## config.mk

```make
export PLATFORM = sky130hd
export DESIGN_NAME = bmpd_raster_ctrl
export DESIGN_NICKNAME = d
export VERILOG_FILES = /design/src/hw/rtl/bmpd_pkg.sv /design/src/hw/rtl/bmpd_raster_ctrl.sv
export SDC_FILE = /design/constraint.sdc
export NUM_CORES = 1
export LEC_CHECK = 0
export ABC_AREA = 0
export BUFFER_PORTS_ARGS = -buffer_cell sky130_fd_sc_hd__buf_4
export CAP_MARGIN = 0
export CELL_PAD_IN_SITES_DETAIL_PLACEMENT = 1
export CELL_PAD_IN_SITES_GLOBAL_PLACEMENT = 1
export CORE_MARGIN = 2
export CORE_UTILIZATION = 38
export CTS_CLUSTER_DIAMETER = 100
export DETAILED_ROUTE_END_ITERATION = 8
export GPL_ROUTABILITY_DRIVEN = 0
export PLACE_DENSITY = 0.77
export REMOVE_ABC_BUFFERS = 1
export SETUP_SLACK_MARGIN = 0.3
export SLEW_MARGIN = 20
export SYNTH_ARGS = -nofsm -noshare
export SYNTH_HDL_FRONTEND = slang
export SYNTH_SLANG_ARGS = --single-unit
```

## constraint.sdc

```tcl
create_clock -name clk -period 6.4 [get_ports clk]
set_clock_uncertainty 0.15 [all_clocks]
set_input_delay 0.96 -clock clk [delete_from_list [all_inputs] [get_ports clk]]
set_output_delay 0.96 -clock clk [all_outputs]
set_load 0.02 [all_outputs]
```

## src/hw/rtl/bmpd_pkg.sv

```systemverilog
// Shared types and constants for the BMP raster pixel decoder.
// Holds the request and pixel payload structs, the depth codes and the unpack job.
// No dependencies.
package bmpd_pkg;

    localparam int CFG_IW = 2;
    localparam int CFG_DW = 13;
    localparam int HEIGHT_LIMIT = 4096;

    localparam logic [CFG_IW-1:0] CFG_BPP    = 2'd0;
    localparam logic [CFG_IW-1:0] CFG_WIDTH  = 2'd1;
    localparam logic [CFG_IW-1:0] CFG_HEIGHT = 2'd2;

    localparam logic CMD_LOAD   = 1'b0;
    localparam logic CMD_RASTER = 1'b1;

    typedef enum logic [2:0] {
        DEPTH_1,
        DEPTH_2,
        DEPTH_4,
        DEPTH_8,
        DEPTH_24,
        DEPTH_NONE
    } depth_t;

    typedef struct packed {
        logic       command;
        logic [7:0] palette_index;
        logic [7:0] palette_blue;
        logic [7:0] palette_green;
        logic [7:0] palette_red;
        logic [7:0] raster_byte;
    } raster_t;

    typedef struct packed {
        logic [7:0]  red;
        logic [7:0]  green;
        logic [7:0]  blue;
        logic [11:0] column;
        logic [11:0] row;
        logic        last_in_run;
        logic        last_of_image;
    } pixel_t;

    // One raster byte's worth of pixels, handed from the control to the unpacker.
    typedef struct packed {
        depth_t      mode;
        logic [7:0]  data;
        logic [3:0]  count;
        logic [11:0] column;
        logic [11:0] row;
        logic        last_image;
        logic [23:0] rgb;
    } job_t;

    function automatic depth_t depth_decode(input logic [4:0] bpp);
        depth_t d;
        case (bpp)
            5'd1:    d = DEPTH_1;
            5'd2:    d = DEPTH_2;
            5'd4:    d = DEPTH_4;
            5'd8:    d = DEPTH_8;
            5'd24:   d = DEPTH_24;
            default: d = DEPTH_NONE;
        endcase
        return d;
    endfunction

endpackage

```

## src/hw/rtl/bmpd_raster_ctrl.sv

```systemverilog
// Configuration registers and raster position tracking for the BMP decoder.
// Uses bmpd_pkg; turns loads into palette writes and pixel bytes into unpack jobs.
module bmpd_raster_ctrl #(
    parameter int MAX_WIDTH = 4096
) (
    input  logic                            clk,
    input  logic                            rst_n,
    input  logic                            cfg_we,
    input  logic [bmpd_pkg::CFG_IW-1:0]     cfg_index,
    input  logic [bmpd_pkg::CFG_DW-1:0]     cfg_data,
    input  logic                            accept,
    input  bmpd_pkg::raster_t               item,
    output bmpd_pkg::job_t                  job,
    output logic                            job_load,
    output logic                            pal_we,
    output logic [7:0]                      pal_widx,
    output logic [23:0]                     pal_wdata
);

    localparam int WMAX = (MAX_WIDTH < 8191) ? MAX_WIDTH : 8191;
    localparam int WW   = $clog2(WMAX + 1);
    localparam int RBW  = $clog2(WMAX * 3 + 4);
    localparam int PBW  = $clog2(WMAX * 24 + 32);

    logic [4:0]     bpp_reg, bpp_next;
    logic [12:0]    width_reg, width_next;
    logic [12:0]    height_reg, height_next;
    logic [15:0]    pend_reg, pend_next;
    logic [1:0]     phase_reg, phase_next;
    logic [RBW-1:0] rbp_reg, rbp_next;
    logic [WW-1:0]  col_reg, col_next;
    logic [11:0]    row_reg, row_next;

    bmpd_pkg::depth_t mode;
    logic [WW-1:0]  w;
    logic [11:0]    h_last;
    logic [PBW-1:0] pw;
    logic [PBW-1:0] pbits;
    logic [PBW-1:0] words;
    logic [RBW:0]   padded;
    logic [RBW:0]   rbp_inc;
    logic           row_end;
    logic           col_lt_w;
    logic [WW-1:0]  remaining;
    logic [3:0]     per;
    logic [3:0]     cnt;
    logic [WW-1:0]  col_adv;
    logic           is_raster;

    always_comb
    begin
        mode = bmpd_pkg::depth_decode(bpp_reg);

        if (width_reg == '0)
        begin
            w = WW'(1);
        end
        else if (int'(width_reg) > MAX_WIDTH)
        begin
            w = WW'(WMAX);
        end
        else
        begin
            w = WW'(width_reg);
        end

        if (height_reg == '0)
        begin
            h_last = 12'd0;
        end
        else if (int'(height_reg) > bmpd_pkg::HEIGHT_LIMIT)
        begin
            h_last = 12'(bmpd_pkg::HEIGHT_LIMIT - 1);
        end
        else
        begin
            h_last = 12'(height_reg - 13'd1);
        end

        // Row length in bits, rounded up to whole 32-bit words.
        pw = PBW'(w);
        case (mode)
            bmpd_pkg::DEPTH_1: pbits = pw;
            bmpd_pkg::DEPTH_2: pbits = pw << 1;
            bmpd_pkg::DEPTH_4: pbits = pw << 2;
            bmpd_pkg::DEPTH_8: pbits = pw << 3;
            default:           pbits = (pw << 4) + (pw << 3);
        endcase
        words   = (pbits + PBW'(31)) >> 5;
        padded  = (RBW + 1)'({words, 2'b00});
        rbp_inc = {1'b0, rbp_reg} + (RBW + 1)'(1);
        row_end = (rbp_inc >= padded);

        col_lt_w  = (col_reg < w);
        remaining = w - col_reg;
        case (mode)
            bmpd_pkg::DEPTH_1: per = 4'd8;
            bmpd_pkg::DEPTH_2: per = 4'd4;
            bmpd_pkg::DEPTH_4: per = 4'd2;
            default:           per = 4'd1;
        endcase
        cnt     = (remaining < WW'(per)) ? 4'(remaining) : per;
        col_adv = col_reg + WW'(cnt);
    end

    assign is_raster = accept && (item.command == bmpd_pkg::CMD_RASTER)
                       && (mode != bmpd_pkg::DEPTH_NONE);

    assign job.mode       = mode;
    assign job.data       = item.raster_byte;
    assign job.count      = cnt;
    assign job.column     = 12'(col_reg);
    assign job.row        = row_reg;
    assign job.last_image = (col_adv == w) && (row_reg == h_last);
    assign job.rgb        = {item.raster_byte, pend_reg[15:8], pend_reg[7:0]};

    assign pal_we    = accept && (item.command == bmpd_pkg::CMD_LOAD);
    assign pal_widx  = item.palette_index;
    assign pal_wdata = {item.palette_red, item.palette_green, item.palette_blue};

    always_comb
    begin
        bpp_next    = bpp_reg;
        width_next  = width_reg;
        height_next = height_reg;
        pend_next   = pend_reg;
        phase_next  = phase_reg;
        rbp_next    = rbp_reg;
        col_next    = col_reg;
        row_next    = row_reg;
        job_load    = 1'b0;

        if (cfg_we)
        begin
            case (cfg_index)
                bmpd_pkg::CFG_BPP:    bpp_next    = cfg_data[4:0];
                bmpd_pkg::CFG_WIDTH:  width_next  = cfg_data;
                bmpd_pkg::CFG_HEIGHT: height_next = cfg_data;
                default:              ;
            endcase
            if (cfg_index == bmpd_pkg::CFG_BPP || cfg_index == bmpd_pkg::CFG_WIDTH
                || cfg_index == bmpd_pkg::CFG_HEIGHT)
            begin
                pend_next  = '0;
                phase_next = '0;
                rbp_next   = '0;
                col_next   = '0;
                row_next   = '0;
            end
        end
        else if (is_raster)
        begin
            if (col_lt_w)
            begin
                if (mode == bmpd_pkg::DEPTH_24)
                begin
                    case (phase_reg)
                        2'd0:
                        begin
                            pend_next  = {8'h00, item.raster_byte};
                            phase_next = 2'd1;
                        end
                        2'd1:
                        begin
                            pend_next  = {item.raster_byte, pend_reg[7:0]};
                            phase_next = 2'd2;
                        end
                        default:
                        begin
                            phase_next = 2'd0;
                            job_load   = 1'b1;
                            col_next   = col_adv;
                        end
                    endcase
                end
                else
                begin
                    job_load = 1'b1;
                    col_next = col_adv;
                end
            end

            if (row_end)
            begin
                rbp_next   = '0;
                col_next   = '0;
                phase_next = '0;
                pend_next  = '0;
                row_next   = (row_reg == h_last) ? 12'd0 : row_reg + 12'd1;
            end
            else
            begin
                rbp_next = rbp_inc[RBW-1:0];
            end
        end
    end

    always_ff @(posedge clk or negedge rst_n)
    begin
        if (!rst_n)
        begin
            bpp_reg    <= 5'd24;
            width_reg  <= 13'd1;
            height_reg <= 13'd1;
            pend_reg   <= '0;
            phase_reg  <= '0;
            rbp_reg    <= '0;
            col_reg    <= '0;
            row_reg    <= '0;
        end
        else
        begin
            bpp_reg    <= bpp_next;
            width_reg  <= width_next;
            height_reg <= height_next;
            pend_reg   <= pend_next;
            phase_reg  <= phase_next;
            rbp_reg    <= rbp_next;
            col_reg    <= col_next;
            row_reg    <= row_next;
        end
    end

endmodule

```

==> run metrics <==
Top FF cell, synth=dfrtp_1; Yosys top cell area share=26.0%; max reg flops=16; CTS tree=done; vias in the first global route=8351; Syn Area/Cell=8.38 um2; violated checks=setup timing; clock sinks=88; layout cells sized above 1=32.1%; CP max-delay cell=or4_4; initial core utilization=38.6%; PwrDens=281 nW/um2; worst r2r path cells=30; Top Family by Delay on Critical Path=simple AND/OR/NAND/NOR gates; EDFF count, synth=0; fin crit share=120%; first-pass GRT wire length=46.0 mm; R2R Path Start=width_reg[8]; TritonCTS Buffers=9; GRT Util Overall=25.8%; Worst Path Required=5.29 ns; Final Hold Slack=0.359 ns; Critical R2R Capture=col_reg[12]; die height=150 um; FMAX=130 MHz; Slew headroom=42.9%; number of distinct library cells after synthesis=76; crit-path most repeated cell=o211ai_1; final max-slew violation count=0; Worst-Skew Late Latency=0.35 ns; commonest cells in the synthesized netlist=dfrtp_1 (84), nand2_1 (74), o21ai_0 (66); Layout area overhead=27.4%; largest area contributor in the netlist=dfrtp_1; Tightest Pin Transition=0.856 ns; CP Class=register to output port; Async S/R FF share, synth=100%; max capacitance violation total=0; Leakage=4.60 nW; H-tree depth=3; final-report hold violation count=0; Worst EP arrival=6.58 ns; Clock transition at path regs=0.07 ns; Ports=158; CP Max Fanout=3; die area=22500 um2; DIE WIDTH=150 um; Starting DRT DRC Count=594; initial antenna violation count=0; Overflow after GRT=0; Final min period=7.69 ns; Hold/Removal Path Class=input pin to asynchronous set/reset pin; status=finished, violations left; CP startpoint kind=register; Syn. warnings=0; Post-DP HPWL=21.8 mm; count leader, synth=dfrtp_1; largest net degree at the start of global routing=63; final wirelength=30.7 mm; Seq/Total Area, Yosys=27.3%; detailed-route via count=8324; Worst Setup End Kind=output port; reg2reg setup slack=0.07 ns; Final ANT Viol Nets=0; Final nets=1221; Post-Syn Instances=966; vias per cell=5.99; DRC=0; core area=21000 um2; Core Rows=53; placed instance area=9330 um2; Routed WL per cell=22.1 um; register bit total from synthesis=88; fillers=2540; Worst Path Buf+Inv=3; Setup TNS=-1.29 ns; Longest Clk Path Bufs=2; largest cells by area after synthesis=dfrtp_1 (26%), ha_1 (7.4%), buf_4 (5.7%); TritonRoute pass-1 iters=6; root buffer cell=clkbuf_16; Cell Area, Synth=8100 um2; slowest stage delay, CP=0.51 ns; final instance area=10300 um2; Final WS setup=-1.29 ns; setup violators final=1; RSZ-0062 raised after global routing=yes; number of port buffers=93; Worst VDD drop=0.000132 V; # diodes=0
## cells by family after synthesis
kind of cell               synth area share [%]
DFF                                        27.3
buffers and inverters                      9.80
muxes                                      5.33
AOI/OAI and AO/OA                          22.0
adders and majority gates                  8.16
and+or+nand+nor                            21.2
xor gates and xnor gates                   6.23
## per-stage QoR
stage | util [%] | setup WS, ns | total power (W) | instances
2_1_floorplan | - | -0.863 | 0.00156 | 868
3_3_place_gp | 44.5 | -0.905 | 0.00209 | 1341
5_1_grt | 49.2 | -1.63 | 0.00307 | 1390
6_report | 49.2 | -1.29 | 0.00290 | 1390
3_5_place_dp | 44.5 | -1.21 | 0.00214 | 1341
4_1_cts | 47.1 | -1.06 | 0.00274 | 1371
## placed cells by master (no fill, tap or decap), types with 15 or more instances in the layout
cell,count
and3_1,16
a22o_1,19
inv_1,47
a21oi_1,30
xnor2_1,28
buf_4,219
dfrtp_1,84
nand4_1,17
nor2b_1,15
nand3_1,36
xor2_1,23
nand2_1,72
nor2_1,52
nor3_1,30
o21ai_0,54
mux2_2,32
ha_1,42
## area by class of cell
class / instances / area [um2] / share of cell area, %
Tap cell: 275 / 344 / 3.33
Inverter: 49 / 184 / 1.78
Clock buffer: 10 / 239 / 2.32
Timing Repair Buffer: 231 / 1770 / 17.1
Multi-Input combinational cell: 731 / 5530 / 53.6
Clock inverter: 6 / 51.3 / 0.497
Sequential cell: 88 / 2210 / 21.4
## where the power goes
| group | internal [W] | leakage (nW) | switching, W |
|---|---|---|---|
| Sequential | 0.000616 | 1.14 | 0.0000856 |
| Combinational | 0.000735 | 3.31 | 0.000936 |
| Clock | 0.000281 | 0.145 | 0.000250 |
## routing by layer
metal | track usage [%] | vias up | routed length (um)
li1 | - | 3796 | -
met1 | 34.2 | 4167 | 13400
met2 | 41.7 | 307 | 14700
met3 | 5.37 | 54 | 1770
met4 | 8.68 | 0 | 847
met5 | 1.82 | - | 0
## how the worst max path moves through the flow
stage | start | to | slack (ns) | cells past startpoint
after floorplan | width_reg[12] | job[24] | -0.86 | 28
after global placement | width_reg[11] | job[24] | -0.91 | 29
after detailed placement | width_reg[11] | job[24] | -1.21 | 28
after CTS | width_reg[7] | job[24] | -1.06 | 30
after global routing | width_reg[8] | job[24] | -1.63 | 32
final | width_reg[8] | job[24] | -1.29 | 28
## what timing repair did
action,CTS,global route
gates resized for setup,34,72
setup buffers,14,17
gates cloned,0,2
hold buffers,0,0
setup endpoints to repair,57,57
pin swaps,17,33
Power figures use the tool's default switching activity.
