**config.mk**
```make
export PLATFORM = sky130hd
export DESIGN_NAME = bmpd_unpack
export DESIGN_NICKNAME = d
export VERILOG_FILES = /design/src/hw/rtl/bmpd_pkg.sv /design/src/hw/rtl/bmpd_unpack.sv
export SDC_FILE = /design/constraint.sdc
export NUM_CORES = 1
export LEC_CHECK = 0
export BUFFER_PORTS_ARGS = -buffer_cell sky130_fd_sc_hd__buf_2
export CAP_MARGIN = 20
export CORE_ASPECT_RATIO = 1.5
export CORE_MARGIN = 5
export CORE_UTILIZATION = 51
export DETAILED_ROUTE_END_ITERATION = 7
export PLACE_DENSITY = 0.8
export SLEW_MARGIN = 20
export SYNTH_ARGS = -nofsm -noshare
export SYNTH_HDL_FRONTEND = slang
export SYNTH_SLANG_ARGS = --single-unit
```
**constraint.sdc**
```tcl
create_clock -name clk -period 3.3 [get_ports clk]
set_input_delay 0.495 -clock clk [delete_from_list [all_inputs] [get_ports clk]]
set_output_delay 0.495 -clock clk [all_outputs]
set_load 0.02 [all_outputs]
```
**src/hw/rtl/bmpd_pkg.sv**
```systemverilog
// Shared types and constants for the BMP raster pixel decoder.
// Holds the request and pixel payload structs, the depth codes and the unpack job.
// No dependencies.
package bmpd_pkg;

    localparam int CFG_IW = 2;
    localparam int CFG_DW = 13;
    localparam int HEIGHT_LIMIT = 4096;

    localparam logic [CFG_IW-1:0] CFG_BPP    = 2'd0;
    localparam logic [CFG_IW-1:0] CFG_WIDTH  = 2'd1;
    localparam logic [CFG_IW-1:0] CFG_HEIGHT = 2'd2;

    localparam logic CMD_LOAD   = 1'b0;
    localparam logic CMD_RASTER = 1'b1;

    typedef enum logic [2:0] {
        DEPTH_1,
        DEPTH_2,
        DEPTH_4,
        DEPTH_8,
        DEPTH_24,
        DEPTH_NONE
    } depth_t;

    typedef struct packed {
        logic       command;
        logic [7:0] palette_index;
        logic [7:0] palette_blue;
        logic [7:0] palette_green;
        logic [7:0] palette_red;
        logic [7:0] raster_byte;
    } raster_t;

    typedef struct packed {
        logic [7:0]  red;
        logic [7:0]  green;
        logic [7:0]  blue;
        logic [11:0] column;
        logic [11:0] row;
        logic        last_in_run;
        logic        last_of_image;
    } pixel_t;

    // One raster byte's worth of pixels, handed from the control to the unpacker.
    typedef struct packed {
        depth_t      mode;
        logic [7:0]  data;
        logic [3:0]  count;
        logic [11:0] column;
        logic [11:0] row;
        logic        last_image;
        logic [23:0] rgb;
    } job_t;

    function automatic depth_t depth_decode(input logic [4:0] bpp);
        depth_t d;
        case (bpp)
            5'd1:    d = DEPTH_1;
            5'd2:    d = DEPTH_2;
            5'd4:    d = DEPTH_4;
            5'd8:    d = DEPTH_8;
            5'd24:   d = DEPTH_24;
            default: d = DEPTH_NONE;
        endcase
        return d;
    endfunction

endpackage

```
**src/hw/rtl/bmpd_unpack.sv**
```systemverilog
// Unpacker and output stage: one palette read per non-24-bit pixel; presents pixels.
// Uses bmpd_pkg types; reads data from bmpd_palette_ram in the cycle after the request.
module bmpd_unpack (
    input  logic            clk,
    input  logic            rst_n,
    input  bmpd_pkg::job_t  job,
    input  logic            job_load,
    output logic            free,
    output logic            rd_en,
    output logic [7:0]      rd_idx,
    input  logic [23:0]     rd_data,
    output logic            pixel_valid,
    input  logic            pixel_stall,
    output bmpd_pkg::pixel_t pixel
);

    logic                busy_reg, busy_next;
    bmpd_pkg::depth_t    mode_reg, mode_next;
    logic [7:0]          byte_reg, byte_next;
    logic [3:0]          cnt_reg, cnt_next;
    logic [11:0]         col_reg, col_next;
    logic [11:0]         row_reg, row_next;
    logic                loi_reg, loi_next;
    logic [23:0]         rgb_reg, rgb_next;

    logic                ov_reg, ov_next;
    logic [11:0]         ocol_reg;
    logic [11:0]         orow_reg;
    logic                olir_reg;
    logic                oloi_reg;
    logic                odirect_reg;
    logic [23:0]         orgb_reg;

    logic                issue;
    logic                last_issue;
    logic                direct;
    logic [23:0]         out_rgb;

    assign direct     = (mode_reg == bmpd_pkg::DEPTH_24);
    assign issue      = busy_reg && (!ov_reg || !pixel_stall);
    assign last_issue = issue && (cnt_reg == 4'd1);
    assign free       = !busy_reg || last_issue;
    assign rd_en      = issue && !direct;

    always_comb
    begin
        case (mode_reg)
            bmpd_pkg::DEPTH_1: rd_idx = {7'b0, byte_reg[7]};
            bmpd_pkg::DEPTH_2: rd_idx = {6'b0, byte_reg[7:6]};
            bmpd_pkg::DEPTH_4: rd_idx = {4'b0, byte_reg[7:4]};
            default:           rd_idx = byte_reg;
        endcase
    end

    always_comb
    begin
        busy_next = busy_reg;
        mode_next = mode_reg;
        byte_next = byte_reg;
        cnt_next  = cnt_reg;
        col_next  = col_reg;
        row_next  = row_reg;
        loi_next  = loi_reg;
        rgb_next  = rgb_reg;
        if (job_load)
        begin
            busy_next = 1'b1;
            mode_next = job.mode;
            byte_next = job.data;
            cnt_next  = job.count;
            col_next  = job.column;
            row_next  = job.row;
            loi_next  = job.last_image;
            rgb_next  = job.rgb;
        end
        else if (last_issue)
        begin
            busy_next = 1'b0;
        end
        else if (issue)
        begin
            cnt_next = cnt_reg - 4'd1;
            col_next = col_reg + 12'd1;
            case (mode_reg)
                bmpd_pkg::DEPTH_1: byte_next = byte_reg << 1;
                bmpd_pkg::DEPTH_2: byte_next = byte_reg << 2;
                bmpd_pkg::DEPTH_4: byte_next = byte_reg << 4;
                default:           byte_next = byte_reg;
            endcase
        end

        if (issue)
        begin
            ov_next = 1'b1;
        end
        else if (!pixel_stall)
        begin
            ov_next = 1'b0;
        end
        else
        begin
            ov_next = ov_reg;
        end
    end

    always_ff @(posedge clk or negedge rst_n)
    begin
        if (!rst_n)
        begin
            busy_reg <= 1'b0;
            ov_reg   <= 1'b0;
        end
        else
        begin
            busy_reg <= busy_next;
            ov_reg   <= ov_next;
        end
    end

    always_ff @(posedge clk)
    begin
        mode_reg <= mode_next;
        byte_reg <= byte_next;
        cnt_reg  <= cnt_next;
        col_reg  <= col_next;
        row_reg  <= row_next;
        loi_reg  <= loi_next;
        rgb_reg  <= rgb_next;
        if (issue)
        begin
            ocol_reg    <= col_reg;
            orow_reg    <= row_reg;
            olir_reg    <= (cnt_reg == 4'd1);
            oloi_reg    <= loi_reg && (cnt_reg == 4'd1);
            odirect_reg <= direct;
            orgb_reg    <= rgb_reg;
        end
    end

    assign out_rgb = odirect_reg ? orgb_reg : rd_data;

    assign pixel_valid         = ov_reg;
    assign pixel.red           = out_rgb[23:16];
    assign pixel.green         = out_rgb[15:8];
    assign pixel.blue          = out_rgb[7:0];
    assign pixel.column        = ocol_reg;
    assign pixel.row           = orow_reg;
    assign pixel.last_in_run   = olir_reg;
    assign pixel.last_of_image = oloi_reg;

`ifndef SYNTHESIS
    a_busy_count: assert property (@(posedge clk) disable iff (!rst_n)
        busy_reg |-> (cnt_reg != 4'd0))
        else $error("unpacker busy with an empty pixel count");

    a_load_when_free: assert property (@(posedge clk) disable iff (!rst_n)
        job_load |-> free)
        else $error("job loaded while the unpacker still had pixels to issue");

    a_hold_when_blocked: assert property (@(posedge clk) disable iff (!rst_n)
        busy_reg && !issue |=> busy_reg && $stable(cnt_reg))
        else $error("unpacker lost pixels while the output was blocked");

    a_last_issue_marks_run: assert property (@(posedge clk) disable iff (!rst_n)
        last_issue |=> ov_reg && olir_reg)
        else $error("final pixel of a byte left without its run mark");

    a_image_end_in_run: assert property (@(posedge clk) disable iff (!rst_n)
        ov_reg && oloi_reg |-> olir_reg)
        else $error("image end flagged on a pixel that does not close its byte");
`endif

endmodule

```
==> results of run 1 <==
==> worst reg2reg max path, cell delays in order (launching register included) <==
cell                       delay, ns
sky130_fd_sc_hd__edfxtp_1       0.72
sky130_fd_sc_hd__a21oi_1        0.51
sky130_fd_sc_hd__a31o_2         0.36
==> power by group <==
| group | switching (mW) | internal [mW] | total (mW) |
|---|---|---|---|
| registers | 0.110 | 1.82 | 1.93 |
| logic | 0.282 | 0.206 | 0.488 |
| clock network | 0.622 | 1.18 | 1.80 |
==> repair_timing <==
item	4_1_cts	5_1_grt
hold buffers	1	0
resized for setup	0	0
endpoints found under the hold margin	2	0
==> cell type report <==
class | count | share of cell area, %
Sequential cell | 117 | 56.0
Multi-Input combinational cell | 162 | 18.9
Timing Repair Buffer | 157 | 12.8
Clock buffer | 18 | 6.86
Clock inverter | 14 | 2.52
Tap cell | 112 | 2.24
Inverter | 10 | 0.600
==> synthesized netlist by cell type <==
| cell type | n |
|---|---|
| sky130_fd_sc_hd__mux2_2 | 28 |
| sky130_fd_sc_hd__xnor2_1 | 4 |
| sky130_fd_sc_hd__nand4_1 | 1 |
| sky130_fd_sc_hd__nand4_4 | 1 |
| sky130_fd_sc_hd__a221o_1 | 1 |
| sky130_fd_sc_hd__nor3b_1 | 8 |
| sky130_fd_sc_hd__nor4_1 | 1 |
| sky130_fd_sc_hd__inv_1 | 10 |
| sky130_fd_sc_hd__nor2b_1 | 5 |
| sky130_fd_sc_hd__nand2b_1 | 1 |
| sky130_fd_sc_hd__a31oi_1 | 4 |
| sky130_fd_sc_hd__xor2_1 | 2 |
| sky130_fd_sc_hd__buf_4 | 2 |
| sky130_fd_sc_hd__buf_6 | 2 |
| sky130_fd_sc_hd__or3b_2 | 2 |
| sky130_fd_sc_hd__nand3_1 | 7 |
| sky130_fd_sc_hd__or3_2 | 1 |
| sky130_fd_sc_hd__nand2_1 | 15 |
| sky130_fd_sc_hd__o211ai_1 | 3 |
| sky130_fd_sc_hd__o31ai_1 | 3 |
| sky130_fd_sc_hd__o32ai_1 | 4 |
| sky130_fd_sc_hd__nor3_1 | 5 |
| sky130_fd_sc_hd__nor2_1 | 11 |
| sky130_fd_sc_hd__clkbuf_1 | 9 |
| sky130_fd_sc_hd__a22o_1 | 6 |
| sky130_fd_sc_hd__a32oi_1 | 1 |
| sky130_fd_sc_hd__a21oi_1 | 8 |
| sky130_fd_sc_hd__a31o_2 | 1 |
| sky130_fd_sc_hd__edfxtp_1 | 115 |
| sky130_fd_sc_hd__ha_1 | 3 |
| sky130_fd_sc_hd__buf_2 | 3 |
| sky130_fd_sc_hd__a2bb2oi_1 | 2 |
| sky130_fd_sc_hd__o21ai_0 | 15 |
| sky130_fd_sc_hd__a21bo_2 | 1 |
| sky130_fd_sc_hd__nand3_4 | 1 |
| sky130_fd_sc_hd__or4_1 | 6 |
| sky130_fd_sc_hd__o21bai_1 | 5 |
| sky130_fd_sc_hd__buf_1 | 2 |
| sky130_fd_sc_hd__and2_1 | 5 |
| sky130_fd_sc_hd__or2_2 | 1 |
| sky130_fd_sc_hd__dfrtp_1 | 2 |
==> path summary, 6_finish.rpt <==
kind	startpoint	end	slack [ns]
max	mode_reg[1]$_DFFE_PP_	rd_idx[0]	0.75
min	job[62]	mode_reg[1]$_DFFE_PP_	0.26
max in group asynchronous	rst_n	pixel_valid$_DFFE_PN0P_	2.82
max reg2reg	mode_reg[1]$_DFFE_PP_	byte_reg[7]$_DFFE_PP_	1.40
min in group asynchronous	rst_n	busy_reg$_DFFE_PN0P_	0.39
min reg2reg	rgb_reg[20]$_DFFE_PP_	orgb_reg[20]$_DFFE_PP_	0.41
==> per-layer routing <==
metal	wire length (um)	part of all wire, %	global-route usage, %	up-vias
met5	0	0	0	-
met4	267	2.6	9.29	0
met3	702	6.9	6.17	21
met2	5470	54	29.8	128
met1	3710	37	21.3	1497
li1	-	-	-	1504
==> logic make-up (layout without fill, tap and decap cells) <==
kind of cell               Yosys count  count (layout)  synth area share, %
xor gates and xnor gates             6               6                 1.09
DFF                                117             117                 72.7
muxes                               28              28                 6.54
and+or+nand+nor                     71              71                 8.59
buffers and inverters               28             199                 2.73
adders and majority gates            3               3                0.779
AOI/OAI and AO/OA                   54              54                 7.58
==> run_summary.xml, run 1 <==
<?xml version="1.0" encoding="UTF-8"?>
<metrics>
  <group name="global_route">
    <metric name="grt_max_degree" unit="">52</metric>
    <metric name="grt.total_usage" unit="%">18.3</metric>
    <metric name="gr-total-overflow" unit="">0</metric>
    <metric name="via_count_of_the_first_global_routing_pass" unit="">3085</metric>
    <metric name="grt_antenna_before_repair" unit="">0</metric>
    <metric name="global_route_wire_length_before_repair" unit="mm">15.4</metric>
  </group>
  <group name="die">
    <metric name="floorplan.die_area" unit="sq um">11500</metric>
    <metric name="design.core.area" unit="sq um">9250</metric>
    <metric name="placement_rows" unit="">43</metric>
    <metric name="die_h" unit="um">129</metric>
    <metric name="num_io_pins" unit="">153</metric>
    <metric name="floorplan.initialDensity" unit="%">52.1</metric>
    <metric name="die_width" unit="um">89.4</metric>
  </group>
  <group name="cells_and_area">
    <metric name="fillCellCount" unit="">659</metric>
    <metric name="finish.net_count" unit="">560</metric>
    <metric name="area.sequential" unit="sq um">3500</metric>
    <metric name="flow.area_growth_from_synthesis" unit="%">29.8</metric>
    <metric name="layoutNonFillerInstCount" unit="">590</metric>
    <metric name="antenna-diode-count" unit="">0</metric>
    <metric name="layout.cell_area.non_filler" unit="sq um">6250</metric>
    <metric name="layout.cells.most_common" unit="">sky130_fd_sc_hd__buf_2</metric>
    <metric name="post_route_cells_drive_above_1_share" unit="%">46.4</metric>
    <metric name="finalCoreUtilization" unit="%">67.6</metric>
    <metric name="multi_input_comb_area" unit="sq um">1180</metric>
    <metric name="most-common-layout-cells" unit="">sky130_fd_sc_hd__buf_2, sky130_fd_sc_hd__edfxtp_1, sky130_fd_sc_hd__mux2_2, sky130_fd_sc_hd__clkbuf_16, sky130_fd_sc_hd__nand2_1</metric>
  </group>
  <group name="sta">
    <metric name="setup_total_negative_slack" unit="ns">0</metric>
    <metric name="final.min_clock_period" unit="ns">2.55</metric>
    <metric name="final-hold-violation-count" unit="">0</metric>
    <metric name="final_max_slew_viol_count" unit="">0</metric>
    <metric name="timing.final.setup_violations" unit="">0</metric>
    <metric name="setup_slack" unit="ns">0.749</metric>
    <metric name="rsz0062_at_grt" unit="">no</metric>
    <metric name="worst_slew_margin_rel" unit="%">36.5</metric>
    <metric name="min_period_over_period" unit="%">77.3</metric>
    <metric name="post_route_hold_slack" unit="ns">0.263</metric>
    <metric name="fin_skew" unit="ns">0.00646</metric>
    <metric name="worst_slew_pin_slew" unit="ns">0.952</metric>
    <metric name="max_freq" unit="MHz">392</metric>
  </group>
  <group name="setup_path">
    <metric name="worst_path_dominant_cell_family" unit="">flip-flops</metric>
    <metric name="cp_max_fo" unit="">31</metric>
    <metric name="timing.reg2reg.worst_path_depth" unit="">2</metric>
    <metric name="end_kind" unit="">primary output</metric>
    <metric name="worst-path-buf-inv" unit="">1</metric>
    <metric name="timing.critical_path.cells" unit="">nor2b_1 &gt; nor4_1 &gt; a221o_1 &gt; buf_2</metric>
    <metric name="worst_ep_required_time" unit="ns">2.80</metric>
    <metric name="cp_num_cells" unit="">4</metric>
    <metric name="cp_slowest_cell" unit="">sky130_fd_sc_hd__edfxtp_1</metric>
    <metric name="critPathKind" unit="">reg -&gt; out</metric>
    <metric name="critical_path.startpoint_type" unit="">flip-flop</metric>
    <metric name="worst-endpoint-arrival" unit="ns">2.06</metric>
    <metric name="critPathMaxStageDelay" unit="ns">0.88</metric>
  </group>
  <group name="pwr">
    <metric name="total_chip_power" unit="mW">4.22</metric>
    <metric name="power_leakage" unit="nW">2.49</metric>
    <metric name="power_density" unit="nW/um^2">675</metric>
    <metric name="peakVddDrop" unit="V">0.000485</metric>
  </group>
  <group name="clock_tree">
    <metric name="cts_buffer_depth" unit="">2</metric>
    <metric name="number_of_clock_buffers_inserted_by_tritoncts" unit="">17</metric>
    <metric name="clk_transition_reported_paths" unit="ns">0.05</metric>
    <metric name="cts_max_level" unit="">4</metric>
    <metric name="worstSkewPairLatency" unit="ns">0.41</metric>
    <metric name="cts_tree" unit="">built</metric>
    <metric name="clk_root_buffer_cell" unit="">sky130_fd_sc_hd__clkbuf_16</metric>
    <metric name="cts.repair_timing.setup_buffer_count" unit="">0</metric>
    <metric name="cts_sinks" unit="">117</metric>
  </group>
  <group name="route">
    <metric name="detailedRoute.firstPassIterationCount" unit="">5</metric>
    <metric name="post-route-drc-count" unit="">0</metric>
    <metric name="wl_per_cell" unit="um">17.2</metric>
    <metric name="drtIter0Drc" unit="">121</metric>
    <metric name="num_vias" unit="">3150</metric>
    <metric name="avgViaCountPerCell" unit="">5.34</metric>
    <metric name="antenna_left" unit="">0</metric>
    <metric name="routed_wirelength" unit="mm">10.2</metric>
  </group>
  <group name="synth">
    <metric name="ys_warn_count" unit="">0</metric>
    <metric name="syn-num-nets" unit="">402</metric>
    <metric name="sequential_cell_area_fraction_in_the_yosys_report" unit="%">72.7</metric>
    <metric name="synth_area_leader" unit="">sky130_fd_sc_hd__edfxtp_1</metric>
    <metric name="synthesized_instance_count" unit="">307</metric>
    <metric name="synth_top_cells_by_area" unit="">sky130_fd_sc_hd__edfxtp_1, sky130_fd_sc_hd__mux2_2, sky130_fd_sc_hd__o21ai_0, sky130_fd_sc_hd__nor3b_1, sky130_fd_sc_hd__nand2_1</metric>
    <metric name="mappedNetlistArea" unit="sq um">4820</metric>
    <metric name="synth_seq_cells" unit="">117</metric>
    <metric name="yosys.area.top_type_share" unit="%">71.7</metric>
    <metric name="netlist-cell-type-count" unit="">41</metric>
    <metric name="syn_area_per_cell" unit="sq um">15.7</metric>
  </group>
  <group name="outcome">
    <metric name="status" unit="">completed</metric>
  </group>
  <group name="place">
    <metric name="postPlaceCellArea" unit="sq um">5660</metric>
    <metric name="placed_cells_incl_taps" unit="">557</metric>
    <metric name="portBuffers" unit="">152</metric>
    <metric name="dpl_worst_slack" unit="ns">1.19</metric>
    <metric name="gpl.final_weighted_congestion" unit="">0.831</metric>
    <metric name="detailed_place_hpwl" unit="mm">7.09</metric>
  </group>
  <group name="min_path">
    <metric name="holdPathStages" unit="">1</metric>
    <metric name="timing.hold.worst.class" unit="">in -&gt; reg</metric>
  </group>
  <group name="flow_run">
    <metric name="max-cap-violations" unit="">0</metric>
  </group>
</metrics>
No activity file was read; power rests on OpenSTA's default activity.
==> run 2, diff against run 1 <==
- ABC_AREA: default -> 1
- CORE_UTILIZATION: 51 -> 50
- PLACE_DENSITY: 0.8 -> 0.79
- clock period: 3.3 -> 2.7 ns (I/O delays scaled with it)
==> run 2 against run 1 <==
  * Critical path depth increased by 1
  * Critical endpoint is now free
  * Power increased by 30%
  * Sequential power increased by 25%
  * Final cell count increased by 6.3%
  * Highest routed layer unchanged
  * Clock power increased by 27%
  * Critical path type unchanged
  * First-iteration DRC count increased by 37%
  * Via count increased by 0.95%
  * Combinational power increased by 65%
  * Flip-flop and latch count unchanged
  * Hold slack got worse by 0.094 ns
==> run_summary.xml, run 2 <==
<?xml version="1.0" encoding="UTF-8"?>
<metrics>
  <group name="outcome">
    <metric name="status" unit="">completed</metric>
  </group>
  <group name="place">
    <metric name="detailed_place_hpwl" unit="mm">7.29</metric>
    <metric name="portBuffers" unit="">152</metric>
    <metric name="gpl.final_weighted_congestion" unit="">0.822</metric>
  </group>
  <group name="sta">
    <metric name="rsz0062_at_grt" unit="">no</metric>
    <metric name="final.min_clock_period" unit="ns">2.20</metric>
    <metric name="worst_slew_pin_slew" unit="ns">0.770</metric>
    <metric name="final-hold-violation-count" unit="">0</metric>
    <metric name="timing.final.setup_violations" unit="">0</metric>
    <metric name="setup_total_negative_slack" unit="ns">0</metric>
    <metric name="worst_slew_margin_rel" unit="%">48.6</metric>
    <metric name="min_period_over_period" unit="%">81.5</metric>
    <metric name="post_route_hold_slack" unit="ns">0.169</metric>
    <metric name="final_max_slew_viol_count" unit="">0</metric>
    <metric name="fin_skew" unit="ns">0.00496</metric>
    <metric name="max_freq" unit="MHz">454</metric>
  </group>
  <group name="clock_tree">
    <metric name="cts_buffer_depth" unit="">2</metric>
    <metric name="worstSkewPairLatency" unit="ns">0.41</metric>
    <metric name="clk_root_buffer_cell" unit="">sky130_fd_sc_hd__clkbuf_16</metric>
    <metric name="cts.repair_timing.setup_buffer_count" unit="">0</metric>
    <metric name="number_of_clock_buffers_inserted_by_tritoncts" unit="">17</metric>
    <metric name="cts_sinks" unit="">117</metric>
    <metric name="cts_max_level" unit="">4</metric>
    <metric name="cts_tree" unit="">built</metric>
    <metric name="clk_transition_reported_paths" unit="ns">0.05</metric>
  </group>
  <group name="die">
    <metric name="floorplan.initialDensity" unit="%">50.8</metric>
    <metric name="num_io_pins" unit="">153</metric>
    <metric name="die_width" unit="um">89.2</metric>
    <metric name="die_h" unit="um">129</metric>
    <metric name="placement_rows" unit="">43</metric>
    <metric name="design.core.area" unit="sq um">9250</metric>
    <metric name="floorplan.die_area" unit="sq um">11500</metric>
  </group>
  <group name="min_path">
    <metric name="whs_endpoint" unit="">row_reg[0]$_DFFE_PP_</metric>
    <metric name="launch_point_of_the_worst_hold_path" unit="">job[25]</metric>
    <metric name="holdPathStages" unit="">1</metric>
    <metric name="timing.hold.worst.class" unit="">in -&gt; reg</metric>
  </group>
  <group name="synth">
    <metric name="sequential_cell_area_fraction_in_the_yosys_report" unit="%">74.5</metric>
    <metric name="yosys-mux-area-fraction" unit="%">5.74</metric>
    <metric name="synthesized_instance_count" unit="">336</metric>
    <metric name="syn_area_per_cell" unit="sq um">14.0</metric>
    <metric name="synth_area_leader" unit="">sky130_fd_sc_hd__edfxtp_1</metric>
    <metric name="syn-num-nets" unit="">431</metric>
    <metric name="netlist-cell-type-count" unit="">30</metric>
    <metric name="ys_warn_count" unit="">0</metric>
    <metric name="synth_simple_gate_area_share" unit="%">11.3</metric>
    <metric name="synth_top_family_by_area" unit="">simple AND/OR/NAND/NOR gates</metric>
    <metric name="synth_enable_flop_cells" unit="">115</metric>
    <metric name="synth_top_cells_by_area" unit="">sky130_fd_sc_hd__edfxtp_1, sky130_fd_sc_hd__mux2_2, sky130_fd_sc_hd__nand2_1, sky130_fd_sc_hd__nor2_1, sky130_fd_sc_hd__inv_1</metric>
    <metric name="synth_xor_area_share" unit="%">0.559</metric>
    <metric name="yosys.area.top_type_share" unit="%">73.4</metric>
    <metric name="synth_fa_ha_area_share" unit="%">0.798</metric>
    <metric name="mappedNetlistArea" unit="sq um">4700</metric>
    <metric name="synth_seq_cells" unit="">117</metric>
    <metric name="ys_async_sr_fraction" unit="%">1.71</metric>
    <metric name="synth_most_common_cell" unit="">sky130_fd_sc_hd__edfxtp_1</metric>
    <metric name="compound_cell_area_share_of_the_yosys_netlist" unit="%">3.38</metric>
    <metric name="ys_dominant_reg_cell" unit="">sky130_fd_sc_hd__edfxtp_1</metric>
    <metric name="netlist_top_cells_count" unit="">sky130_fd_sc_hd__edfxtp_1, sky130_fd_sc_hd__nand2_1, sky130_fd_sc_hd__nor2_1</metric>
  </group>
  <group name="route">
    <metric name="avgViaCountPerCell" unit="">5.07</metric>
    <metric name="routed_wirelength" unit="mm">10.3</metric>
    <metric name="antenna_left" unit="">0</metric>
    <metric name="wl_per_cell" unit="um">16.4</metric>
    <metric name="post-route-drc-count" unit="">0</metric>
    <metric name="num_vias" unit="">3180</metric>
    <metric name="detailedRoute.firstPassIterationCount" unit="">5</metric>
    <metric name="drtIter0Drc" unit="">166</metric>
  </group>
  <group name="pwr">
    <metric name="power_density" unit="nW/um^2">887</metric>
    <metric name="power_leakage" unit="nW">2.67</metric>
    <metric name="peakVddDrop" unit="V">0.000569</metric>
  </group>
  <group name="cells_and_area">
    <metric name="flow.area_growth_from_synthesis" unit="%">31.8</metric>
    <metric name="layout.cells.most_common" unit="">sky130_fd_sc_hd__buf_2</metric>
    <metric name="most-common-layout-cells" unit="">sky130_fd_sc_hd__buf_2, sky130_fd_sc_hd__edfxtp_1, sky130_fd_sc_hd__nand2_1, sky130_fd_sc_hd__nor2_1, sky130_fd_sc_hd__inv_1</metric>
    <metric name="post_route_cells_drive_above_1_share" unit="%">43.5</metric>
    <metric name="finish.net_count" unit="">597</metric>
    <metric name="antenna-diode-count" unit="">0</metric>
  </group>
  <group name="setup_path">
    <metric name="worst_ep_required_time" unit="ns">2.30</metric>
    <metric name="timing.reg2reg.worst_path_depth" unit="">4</metric>
    <metric name="critPathKind" unit="">reg -&gt; out</metric>
    <metric name="reg2reg_slack" unit="ns">0.90</metric>
    <metric name="crit-reg2reg-launch" unit="">cnt_reg[0]$_DFFE_PP_</metric>
    <metric name="end_kind" unit="">primary output</metric>
    <metric name="worst-endpoint-arrival" unit="ns">1.80</metric>
    <metric name="cp_max_fo" unit="">4</metric>
    <metric name="worstReg2RegEnd" unit="">byte_reg[3]$_DFFE_PP_</metric>
    <metric name="critical_path.startpoint_type" unit="">flip-flop</metric>
  </group>
  <group name="global_route">
    <metric name="gr-total-overflow" unit="">0</metric>
    <metric name="grt_max_degree" unit="">70</metric>
    <metric name="grt.total_usage" unit="%">18.8</metric>
    <metric name="global_route_wire_length_before_repair" unit="mm">15.6</metric>
    <metric name="grt_antenna_before_repair" unit="">0</metric>
    <metric name="via_count_of_the_first_global_routing_pass" unit="">3244</metric>
  </group>
  <group name="flow_run">
    <metric name="max-cap-violations" unit="">0</metric>
  </group>
</metrics>
-- run 2: cell types whose count changed after synthesis, moves of 6 or more --
cell and change:
sky130_fd_sc_hd__clkbuf_1 -7, sky130_fd_sc_hd__nor3b_1 -8, sky130_fd_sc_hd__nand3_1 +9, sky130_fd_sc_hd__inv_1 +17, sky130_fd_sc_hd__a22o_1 -6, sky130_fd_sc_hd__nand2_1 +45
sky130_fd_sc_hd__or4_1 -6, sky130_fd_sc_hd__o21ai_0 -8, sky130_fd_sc_hd__nor2_1 +24
-- run 2: power breakdown --
part | total [mW] | internal, mW | switching, mW
Sequential | 2.41 | 2.30 | 0.110
Combinational | 0.804 | 0.282 | 0.522
Clock | 2.29 | 1.53 | 0.753
-- run 2: layer usage --
metal	vias to the layer above	global-route usage, %	share of wire [%]
met3	27	6.66	7.3
met2	138	32.9	55
li1	1526	-	-
met1	1489	19.3	35
met4	0	9.47	2.9
met5	-	0	0
-- run 2: kinds of logic (layout without fill, tap and decap cells) --
family / count (synthesis) / in the layout
AO/OA/AOI/OAI: 24 / 24
XOR/XNOR: 3 / 3
buffers and inverters: 42 / 221
flip-flops: 117 / 117
multiplexers: 24 / 24
AND/OR/NAND/NOR: 123 / 123
adder cells (fa/ha/maj): 3 / 3
-- run 2: repair_timing --
| action | in CTS | in global routing |
|---|---|---|
| endpoints found under the hold margin | 2 | 0 |
| gates resized for setup | 0 | 0 |
| hold buffers | 1 | 0 |
-- run 2: layout make-up --
cell class                 instances  area (sq um)
sequential                       117          3500
multi-input combinational        177          1020
clock inverter                    14           185
clock buffer                      18           429
inverter                          32           120
tap                              112           140
timing repair buffer             157           801
fill                             678          3050
-- run 2: per-stage QoR --
step                      cells  power (mW)  worst slack [ns]  area (sq um)  util, %
final                       627        5.50             0.499          6200     67.0
after global routing        627        5.73             0.372          6200     67.0
after CTS                   627        5.55             0.520          6200     67.0
after detailed placement    594        3.25             0.882          5580     60.3
after global placement      594        3.21             0.969          5580     60.3
after floorplan             336        2.93            0.0340          4700        -
-- run 2: how the worst max path moves through the flow --
stage	endpoint	slack [ns]	start
floorplan	byte_reg[0]$_SDFFCE_PN0P_	0.03	pixel_valid$_DFFE_PN0P_
global placement	col_reg[2]$_DFFE_PP_	0.97	job_load
detailed placement	byte_reg[2]$_DFFE_PP_	0.88	cnt_reg[0]$_DFFE_PP_
CTS	free	0.52	cnt_reg[1]$_DFFE_PP_
global route	free	0.37	cnt_reg[1]$_DFFE_PP_
finish	free	0.50	cnt_reg[1]$_DFFE_PP_
-- run 2: worst max-delay path, cell delays in order (launching register included) --
cell	delay, ns
sky130_fd_sc_hd__edfxtp_1	0.37
sky130_fd_sc_hd__inv_1	0.11
sky130_fd_sc_hd__ha_1	0.15
sky130_fd_sc_hd__nand3_1	0.14
sky130_fd_sc_hd__o21ai_0	0.37
sky130_fd_sc_hd__buf_2	0.24
==> run 3, diff against run 2 <==
- CORE_UTILIZATION: 50 -> 46
- PLACE_DENSITY: 0.79 -> 0.76
- clock period: 2.7 -> 1.8 ns (I/O delays scaled with it)
==> run 3 against run 2 <==
  * The run now ends with setup timing left
  * Final cell count increased by 3.7%
  * Clock power increased by 42%
  * Sequential share of layout area decreased by 4.0 points
  * Clock skew increased by 0.0022 ns
  * Critical path depth unchanged
  * First-iteration DRC count decreased by 25%
  * Register-to-register slack got worse by 0.74 ns
  * Largest power group unchanged
  * Highest routed layer unchanged
==> run_summary.xml, run 3 (same netlist as run 2, synthesis figures left out) <==
<?xml version="1.0" encoding="UTF-8"?>
<metrics>
  <group name="cells_and_area">
    <metric name="post_route_cells_drive_above_1_share" unit="%">48.4</metric>
    <metric name="most-common-layout-cells" unit="">sky130_fd_sc_hd__buf_2, sky130_fd_sc_hd__edfxtp_1, sky130_fd_sc_hd__nand2_1, sky130_fd_sc_hd__nor2_1, sky130_fd_sc_hd__buf_6</metric>
    <metric name="flow.area_growth_from_synthesis" unit="%">41.8</metric>
    <metric name="antenna-diode-count" unit="">0</metric>
    <metric name="layout.cell_area.non_filler" unit="sq um">6670</metric>
    <metric name="finish.net_count" unit="">615</metric>
    <metric name="layout.cells.most_common" unit="">sky130_fd_sc_hd__buf_2</metric>
  </group>
  <group name="outcome">
    <metric name="failing_checks" unit="">setup timing</metric>
    <metric name="status" unit="">complete, but fails checks</metric>
  </group>
  <group name="place">
    <metric name="dpl_worst_slack" unit="ns">0.162</metric>
    <metric name="detailed_place_hpwl" unit="mm">7.06</metric>
    <metric name="gpl.final_weighted_congestion" unit="">0.901</metric>
    <metric name="postPlaceCellArea" unit="sq um">5660</metric>
    <metric name="portBuffers" unit="">152</metric>
  </group>
  <group name="sta">
    <metric name="min_period_over_period" unit="%">100</metric>
    <metric name="setup_slack" unit="ns">-0.00309</metric>
    <metric name="final-hold-violation-count" unit="">0</metric>
    <metric name="max_freq" unit="MHz">555</metric>
    <metric name="timing.final.setup_violations" unit="">1</metric>
    <metric name="worst_slew_margin_rel" unit="%">72.0</metric>
    <metric name="final_max_slew_viol_count" unit="">0</metric>
    <metric name="fin_skew" unit="ns">0.00720</metric>
    <metric name="post_route_hold_slack" unit="ns">0.0400</metric>
    <metric name="final.min_clock_period" unit="ns">1.80</metric>
    <metric name="worst_slew_pin_slew" unit="ns">0.420</metric>
    <metric name="rsz0062_at_grt" unit="">yes</metric>
    <metric name="setup_total_negative_slack" unit="ns">-0.00309</metric>
  </group>
  <group name="route">
    <metric name="detailedRoute.firstPassIterationCount" unit="">4</metric>
    <metric name="antenna_left" unit="">0</metric>
    <metric name="drtIter0Drc" unit="">125</metric>
    <metric name="routed_wirelength" unit="mm">11.0</metric>
    <metric name="avgViaCountPerCell" unit="">5.00</metric>
    <metric name="wl_per_cell" unit="um">16.9</metric>
    <metric name="num_vias" unit="">3251</metric>
    <metric name="post-route-drc-count" unit="">0</metric>
  </group>
  <group name="setup_path">
    <metric name="cp_max_fo" unit="">6</metric>
    <metric name="timing.critical_path.cells" unit="">inv_2 &gt; o21ai_4 &gt; inv_4 &gt; o22ai_2 &gt; buf_6</metric>
    <metric name="worst-endpoint-arrival" unit="ns">1.53</metric>
    <metric name="end_kind" unit="">primary output</metric>
    <metric name="critical_path.startpoint_type" unit="">flip-flop</metric>
    <metric name="reg2reg_slack" unit="ns">0.16</metric>
    <metric name="critPathMaxStageDelay" unit="ns">0.40</metric>
    <metric name="worstReg2RegEnd" unit="">byte_reg[7]$_DFFE_PP_</metric>
    <metric name="cp_slowest_cell" unit="">sky130_fd_sc_hd__edfxtp_1</metric>
    <metric name="timing.reg2reg.worst_path_depth" unit="">5</metric>
    <metric name="worst_ep_required_time" unit="ns">1.53</metric>
    <metric name="crit-reg2reg-launch" unit="">cnt_reg[0]$_DFFE_PP_</metric>
    <metric name="critPathKind" unit="">reg -&gt; out</metric>
  </group>
  <group name="min_path">
    <metric name="holdPathStages" unit="">1</metric>
    <metric name="launch_point_of_the_worst_hold_path" unit="">job[22]</metric>
    <metric name="whs_endpoint" unit="">rgb_reg[22]$_DFFE_PP_</metric>
    <metric name="timing.hold.worst.class" unit="">in -&gt; reg</metric>
  </group>
  <group name="die">
    <metric name="die_h" unit="um">134</metric>
    <metric name="floorplan.die_area" unit="sq um">12400</metric>
    <metric name="num_io_pins" unit="">153</metric>
    <metric name="design.core.area" unit="sq um">10100</metric>
    <metric name="placement_rows" unit="">45</metric>
    <metric name="floorplan.initialDensity" unit="%">46.7</metric>
    <metric name="die_width" unit="um">92.6</metric>
  </group>
  <group name="pwr">
    <metric name="p_int" unit="mW">6.14</metric>
    <metric name="share_clk_of_total_power" unit="%">38.8</metric>
    <metric name="combinationalPowerShare" unit="%">18.0</metric>
    <metric name="net_switching_share_of_the_total_power" unit="%">26.6</metric>
    <metric name="total_chip_power" unit="mW">8.36</metric>
    <metric name="power_leakage" unit="nW">2.85</metric>
    <metric name="power_density" unit="nW/um^2">1250</metric>
    <metric name="p_sw" unit="mW">2.23</metric>
    <metric name="power.share.sequential" unit="%">43.2</metric>
    <metric name="peakVddDrop" unit="V">0.000617</metric>
  </group>
  <group name="global_route">
    <metric name="grt_antenna_before_repair" unit="">0</metric>
    <metric name="grt_max_degree" unit="">60</metric>
    <metric name="grt.total_usage" unit="%">16.8</metric>
    <metric name="via_count_of_the_first_global_routing_pass" unit="">3289</metric>
    <metric name="gr-total-overflow" unit="">0</metric>
    <metric name="global_route_wire_length_before_repair" unit="mm">15.9</metric>
  </group>
  <group name="clock_tree">
    <metric name="worstSkewPairLatency" unit="ns">0.40</metric>
    <metric name="cts_buffer_depth" unit="">2</metric>
    <metric name="cts_max_level" unit="">4</metric>
    <metric name="clk_root_buffer_cell" unit="">sky130_fd_sc_hd__clkbuf_16</metric>
    <metric name="clk_transition_reported_paths" unit="ns">0.06</metric>
    <metric name="cts_tree" unit="">built</metric>
    <metric name="cts_sinks" unit="">117</metric>
    <metric name="number_of_clock_buffers_inserted_by_tritoncts" unit="">17</metric>
  </group>
  <group name="flow_run">
    <metric name="max-cap-violations" unit="">0</metric>
  </group>
</metrics>
-- run 3: layout make-up --
class                           count  area (sq um)
Timing Repair Buffer              175          1210
Multi-Input combinational cell    177          1090
Clock buffer                       17           425
Fill cell                         735          3410
Clock inverter                     15           156
Inverter                           32           131
Sequential cell                   117          3500
Tap cell                          117           146
-- run 3: metal layers --
metal / vias to the layer above / global-route usage, % / wire length [um]
li1: 1559 / - / -
met1: 1498 / 18.5 / 3960
met2: 159 / 28.4 / 5930
met3: 35 / 6.00 / 694
met4: 0 / 8.76 / 361
met5: - / 0 / 0
-- run 3: power by group through the flow --
stage / Sequential, mW / Combinational, mW / Clock (mW)
2_1_floorplan: 3.74 / 0.666 / 0
3_3_place_gp: 3.64 / 1.20 / 0
3_5_place_dp: 3.66 / 1.23 / 0
4_1_cts: 3.61 / 1.30 / 3.31
5_1_grt: 3.65 / 1.62 / 3.45
6_report: 3.61 / 1.51 / 3.25
-- run 3: worst max-delay path by stage --
stage	cells after the start	start	endpoint	slack [ns]
after floorplan	5	pixel_valid$_DFFE_PN0P_	cnt_reg[0]$_DFFE_PP_	-0.20
after global placement	5	cnt_reg[1]$_DFFE_PP_	free	0.24
after detailed placement	4	cnt_reg[0]$_DFFE_PP_	byte_reg[3]$_DFFE_PP_	0.16
after CTS	5	mode_reg[1]$_DFFE_PP_	rd_idx[4]	0.002
after global routing	5	mode_reg[1]$_DFFE_PP_	rd_idx[7]	-0.09
final	5	mode_reg[1]$_DFFE_PP_	rd_idx[3]	-0.003
-- run 3: metrics by stage --
stage / std cells / utilization, %
floorplan: 336 / -
global placement: 601 / 56.2
detailed placement: 601 / 56.2
CTS: 643 / 63.3
global route: 650 / 66.2
finish: 650 / 66.2
-- run 3: worst max-delay path: cells and delay by family, from the launching register on --
| kind | cells | cell delay [ns] |
|---|---|---|
| flip-flops | 1 | 0.40 |
| buffers and inverters | 3 | 0.33 |
| AO/OA/AOI/OAI | 2 | 0.39 |
-- run 3: repair_timing --
action	in CTS	in global routing
setup endpoints to repair	9	34
pin swaps	4	3
cloned	0	3
gates resized for setup	15	65
buffers inserted	9	4
hold endpoints to repair	2	0
hold buffers	1	0
